$ cat config.mk
export PLATFORM = sky130hd
export DESIGN_NAME = ceq_ctrl
export DESIGN_NICKNAME = d
export VERILOG_FILES = /design/src/hdl/ceq_pkg.sv /design/src/hdl/ceq_ctrl.sv
export SDC_FILE = /design/constraint.sdc
export NUM_CORES = 1
export LEC_CHECK = 0
export ABC_AREA = 1
export BUFFER_PORTS_ARGS = -buffer_cell sky130_fd_sc_hd__clkbuf_2
export CAP_MARGIN = 20
export CORE_AREA = 5 5 42 44
export CTS_CLUSTER_DIAMETER = 120
export CTS_CLUSTER_SIZE = 40
export DETAILED_ROUTE_END_ITERATION = 7
export DIE_AREA = 0 0 47 49
export GPL_TIMING_DRIVEN = 0
export HOLD_SLACK_MARGIN = 0.15
export SLEW_MARGIN = 15
export SYNTH_ARGS = -nofsm -noshare
export SYNTH_HDL_FRONTEND = slang
export SYNTH_SLANG_ARGS = --single-unit
$ cat constraint.sdc
create_clock -name i_clk -period 1.45 [get_ports i_clk]
set_input_delay 0.29 -clock i_clk [delete_from_list [all_inputs] [get_ports i_clk]]
set_output_delay 0.29 -clock i_clk [all_outputs]
set_load 0.01 [all_outputs]
$ cat src/hdl/ceq_pkg.sv
`default_nettype none
package ceq_pkg;
    localparam int QueueDepth = 16;
    localparam int IdxW = $clog2(QueueDepth);
    localparam int LvlW = $clog2(QueueDepth + 1);

    localparam logic [1:0] CMD_ENQ = 2'd0;
    localparam logic [1:0] CMD_DRAIN = 2'd1;
    localparam logic [1:0] CMD_SNAP = 2'd2;

    localparam logic [1:0] RES_RECEIPT = 2'd0;
    localparam logic [1:0] RES_EVENT = 2'd1;
    localparam logic [1:0] RES_EMPTY = 2'd2;
    localparam logic [1:0] RES_SNAP = 2'd3;

    localparam logic [2:0] ST_STORED = 3'd0;
    localparam logic [2:0] ST_COALESCED = 3'd1;
    localparam logic [2:0] ST_DROPPED = 3'd2;
    localparam logic [2:0] ST_BAD = 3'd3;
    localparam logic [2:0] ST_OVERFLOW = 3'd4;

    localparam logic [1:0] RULE_DROP = 2'd0;
    localparam logic [1:0] RULE_COAL = 2'd1;
    localparam logic [1:0] RULE_REQ = 2'd2;

    localparam logic [1:0] REG_CAP = 2'd0;
    localparam logic [1:0] REG_SLIM = 2'd1;
    localparam logic [1:0] REG_KLIM = 2'd2;
    localparam logic [1:0] REG_PLIM = 2'd3;

    typedef enum logic [2:0] {
        S_IDLE, S_DECIDE, S_SCAN, S_SHIFT, S_DRAIN, S_OUT
    } t_state;

    // controller to datapath
    typedef struct packed {
        logic load;      // capture input item
        logic decide;    // classify enqueue
        logic scan_step; // test one entry, move pointer down
        logic shift_step;// close gap by one entry
        logic append;    // write item at tail
        logic drain_pop; // present head, shift down
        logic out_load;  // result register load
        logic [1:0] rtype;
        logic last;
    } t_cmd;

    // datapath to controller
    typedef struct packed {
        logic [1:0] cmd;
        logic bad;
        logic room;
        logic req;
        logic scan_hit;
        logic scan_done;
        logic shift_done;
        logic drain_zero;
        logic drain_last;
    } t_stat;
endpackage
`default_nettype wire

$ cat src/hdl/ceq_ctrl.sv
`default_nettype none
module ceq_ctrl (
    input  wire logic          i_clk,
    input  wire logic          i_rst_n,
    input  wire logic          i_valid,
    output logic               o_stall,
    input  wire logic          i_out_free,
    input  wire ceq_pkg::t_stat i_stat,
    output ceq_pkg::t_cmd      o_cmd
);
    import ceq_pkg::*;

    t_state r_state, n_state;

    always_ff @(posedge i_clk) begin
        if (!i_rst_n) r_state <= S_IDLE;
        else r_state <= n_state;
    end

    always_comb begin
        n_state = r_state;
        o_cmd = '0;
        o_stall = (r_state != S_IDLE);
        unique case (r_state)
            S_IDLE: begin
                if (i_valid) begin
                    o_cmd.load = 1'b1;
                    n_state = S_DECIDE;
                end
            end
            S_DECIDE: begin
                unique case (i_stat.cmd)
                    CMD_ENQ: begin
                        o_cmd.decide = 1'b1;
                        if (i_stat.bad) n_state = S_OUT;
                        else if (i_stat.room || i_stat.req) n_state = S_OUT;
                        else n_state = S_SCAN;
                    end
                    CMD_DRAIN: n_state = S_DRAIN;
                    CMD_SNAP: n_state = S_OUT;
                    default: n_state = S_IDLE;
                endcase
            end
            S_SCAN: begin
                if (i_stat.scan_hit) n_state = S_SHIFT;
                else if (i_stat.scan_done) n_state = S_OUT;
                else o_cmd.scan_step = 1'b1;
            end
            S_SHIFT: begin
                if (i_stat.shift_done) begin
                    o_cmd.append = 1'b1;
                    n_state = S_OUT;
                end else o_cmd.shift_step = 1'b1;
            end
            S_DRAIN: begin
                if (i_out_free) begin
                    o_cmd.out_load = 1'b1;
                    if (i_stat.drain_zero) begin
                        o_cmd.rtype = RES_EMPTY;
                        o_cmd.last = 1'b1;
                        n_state = S_IDLE;
                    end else begin
                        o_cmd.rtype = RES_EVENT;
                        o_cmd.drain_pop = 1'b1;
                        o_cmd.last = i_stat.drain_last;
                        if (i_stat.drain_last) n_state = S_IDLE;
                    end
                end
            end
            S_OUT: begin
                if (i_out_free) begin
                    o_cmd.out_load = 1'b1;
                    o_cmd.last = 1'b1;
                    n_state = S_IDLE;
                    if (i_stat.cmd == CMD_SNAP) o_cmd.rtype = RES_SNAP;
                    else o_cmd.rtype = RES_RECEIPT;
                end
            end
            default: n_state = S_IDLE;
        endcase
    end
endmodule
`default_nettype wire

==> flow_metrics.tcl <==
set metrics [dict create \
    routedWlPerCell_um 9.18 \
    multi_input_area_um2 324 \
    synth_edf_count 0 \
    diodes 0 \
    clkTransAtPathRegs_ns 0.03 \
    cts_tree "built" \
    antenna_found_initial 0 \
    synth_ff_type "dfxtp_1" \
    syn_inst 72 \
    drc 0 \
    r2r_start "r_state[2]" \
    top_regs "r_state: 3 flops" \
    slew_headroom 0.882 \
    dieArea_um2 2300 \
    startpoint "r_state[1]" \
    synth_most_common_cell "nand2_1" \
    worst_pin_slew_ns 0.176 \
    cts_root_buf "clkbuf_4" \
    layout_min_cycle_time_ns 1.45 \
    grt_remaining_overflow 0 \
    ant_nets 0 \
    htree_levels 1 \
    seq_area_um2 68.8 \
    die_width_um 47 \
    final_nets 122 \
    cp_max_fo 4 \
    holdWs_ns 0.267 \
    clk_path_buf_depth 2 \
    cp_cell_sequence "nor2_4 > nand2_4 > inv_4 > nand2_2 > o21ai_1 > buf_2" \
    nFillCells 163 \
    power_density_nw_per_um2 632 \
    grt_max_degree 8 \
    gp_routability_congestion 0.719 \
    ys_seq_elements 3 \
    synth_area_um2 393 \
    slowest_delay_ns 0.35 \
    endpoint_kind "output port" \
    maxSlewViolCount 0 \
    fin_worst_skew_ns 0.00318 \
    initial_core_util 0.280 \
    synth_top_area_frac 0.182 \
    setup_ws_ns 0.00151 \
    syn_area_per_cell_um2 5.46 \
    maxCapViolCount 0 \
    grt_pass1_vias 452 \
    drive_above_1_share 0.510 \
    min_path_type "input pin to flop" \
    async_flop_share 0 \
    worstPathRequired_ns 1.16 \
    rows 14 \
    synth_area_leaders "nand2_1 18%, dfxtp_1 15%, inv_1 15%" \
    grt_pass1_wl_um 1670 \
    crit_type "flop to output port" \
    setup_viol 0 \
    clock_latency_ns 0.23 \
    crit_arrival_ns 1.16 \
    power.leakage_nw 0.389 \
    ctsHoldBuffers 0 \
    dr.pass1.iters 4 \
    largest_reg_flops 3 \
    io_pins 25 \
    fin_util 0.472 \
    synth_top_cell_by_area "nand2_1" \
    drt-initial-drc-count 8 \
    max_freq_mhz 690 \
    critPathTopFamily "flip-flops" \
    hpwl_um 904 \
    synth-seq-area-share 0.153 \
    pre_cts_ws_ns 0.0364 \
    routed_wl_um 1100 \
    hold_start "i_rst_n" \
    grt_setup_unrepaired "true" \
    status "completed" \
    crit_buf_inv 2 \
    syn_nets 89 \
    regMostFlops "r_state" \
    die_h_um 49 \
    io_buffers 24 \
    syn2layout_area_growth_pct 68.5 \
    cts.sinks 3 \
    p_total_mw 0.419 \
    critPathSlowestCell "dfxtp_4" \
    hold_violations 0 \
    ir_drop_mv 0.365 \
    start_kind "flop" \
    yosys-top-cells-count "19 x nand2_1, 16 x inv_1, 10 x nor2_1" \
    grt_usage 0.101 \
    viasPerCell 4.37 \
    coreArea_um2 1400 \
    yosysWarnings 0 \
    synth.distinct_cells 16 \
    tns_ns 0 \
    period_share 0.999 \
    vias 524 \
    cts_made_buffers 3 \
]
[path summary, 6_finish.rpt]
kind	end	slack, ns	cells past startpoint
max	o_cmd[1]	0.002	6
min	r_state[1]	0.27	3
max reg2reg	r_state[2]	0.26	7
min reg2reg	r_state[0]	0.55	2
[repair_timing]
action                     4_1_cts  5_1_grt
setup endpoints to repair        6        8
resized for setup               10       23
setup buffers                    3        1
pin swaps                        3        5
[cell type report]
class,count,share of cell area
multi-input cells,53,0.490
repair buffers,28,0.242
flip-flops and latches,3,0.104
inverters,16,0.0945
clock buffers,4,0.0397
well taps,16,0.0302
[power breakdown]
part | total, mW | internal (mW) | switching (mW)
Sequential | 0.106 | 0.0910 | 0.0146
Clock | 0.146 | 0.103 | 0.0426
Combinational | 0.167 | 0.0712 | 0.0961
[stage by stage]
step	cell area (um2)	instances
floorplan	393	72
global placement	533	112
detailed placement	533	112
CTS	601	119
global route	662	120
finish	662	120
[placed cells by master, fill, tap and decap left out]
cell / n
clkbuf_1: 1
nand2_1: 15
clkbuf_2: 16
o21ai_1: 1
nand2_4: 1
inv_4: 1
nor2_1: 9
dfxtp_4: 2
inv_2: 2
nor2_2: 1
nand2_2: 5
a21boi_0: 1
nand4_1: 2
o211ai_1: 1
buf_2: 7
a21oi_2: 2
inv_1: 13
dfxtp_2: 1
nand3_1: 3
a21oi_1: 1
a31oi_1: 1
or2_2: 1
buf_4: 3
clkbuf_4: 3
ha_1: 3
buf_6: 2
nor2_4: 4
nand3_2: 2
[tightest hold or removal path, delay by kind of cell]
kind | cells | cell delay, ns
buf+inv | 2 | 0.13
simple gates | 1 | 0.05
[routing by layer]
metal | share of wire | global-route usage | wire length [um] | up-vias
li1 | - | - | - | 284
met1 | 0.39 | 0.112 | 429 | 219
met2 | 0.51 | 0.161 | 563 | 17
met3 | 0.069 | 0.0148 | 76 | 4
met4 | 0.030 | 0.0829 | 33 | 0
met5 | 0 | 0 | 0 | -
[logic make-up after synthesis]
group / synth area share
flip-flops: 0.153
AND/OR/NAND/NOR: 0.484
AO/OA/AOI/OAI: 0.115
buffers and inverters: 0.153
adder cells (fa/ha/maj): 0.0956
Power figures use the tool's default switching activity.
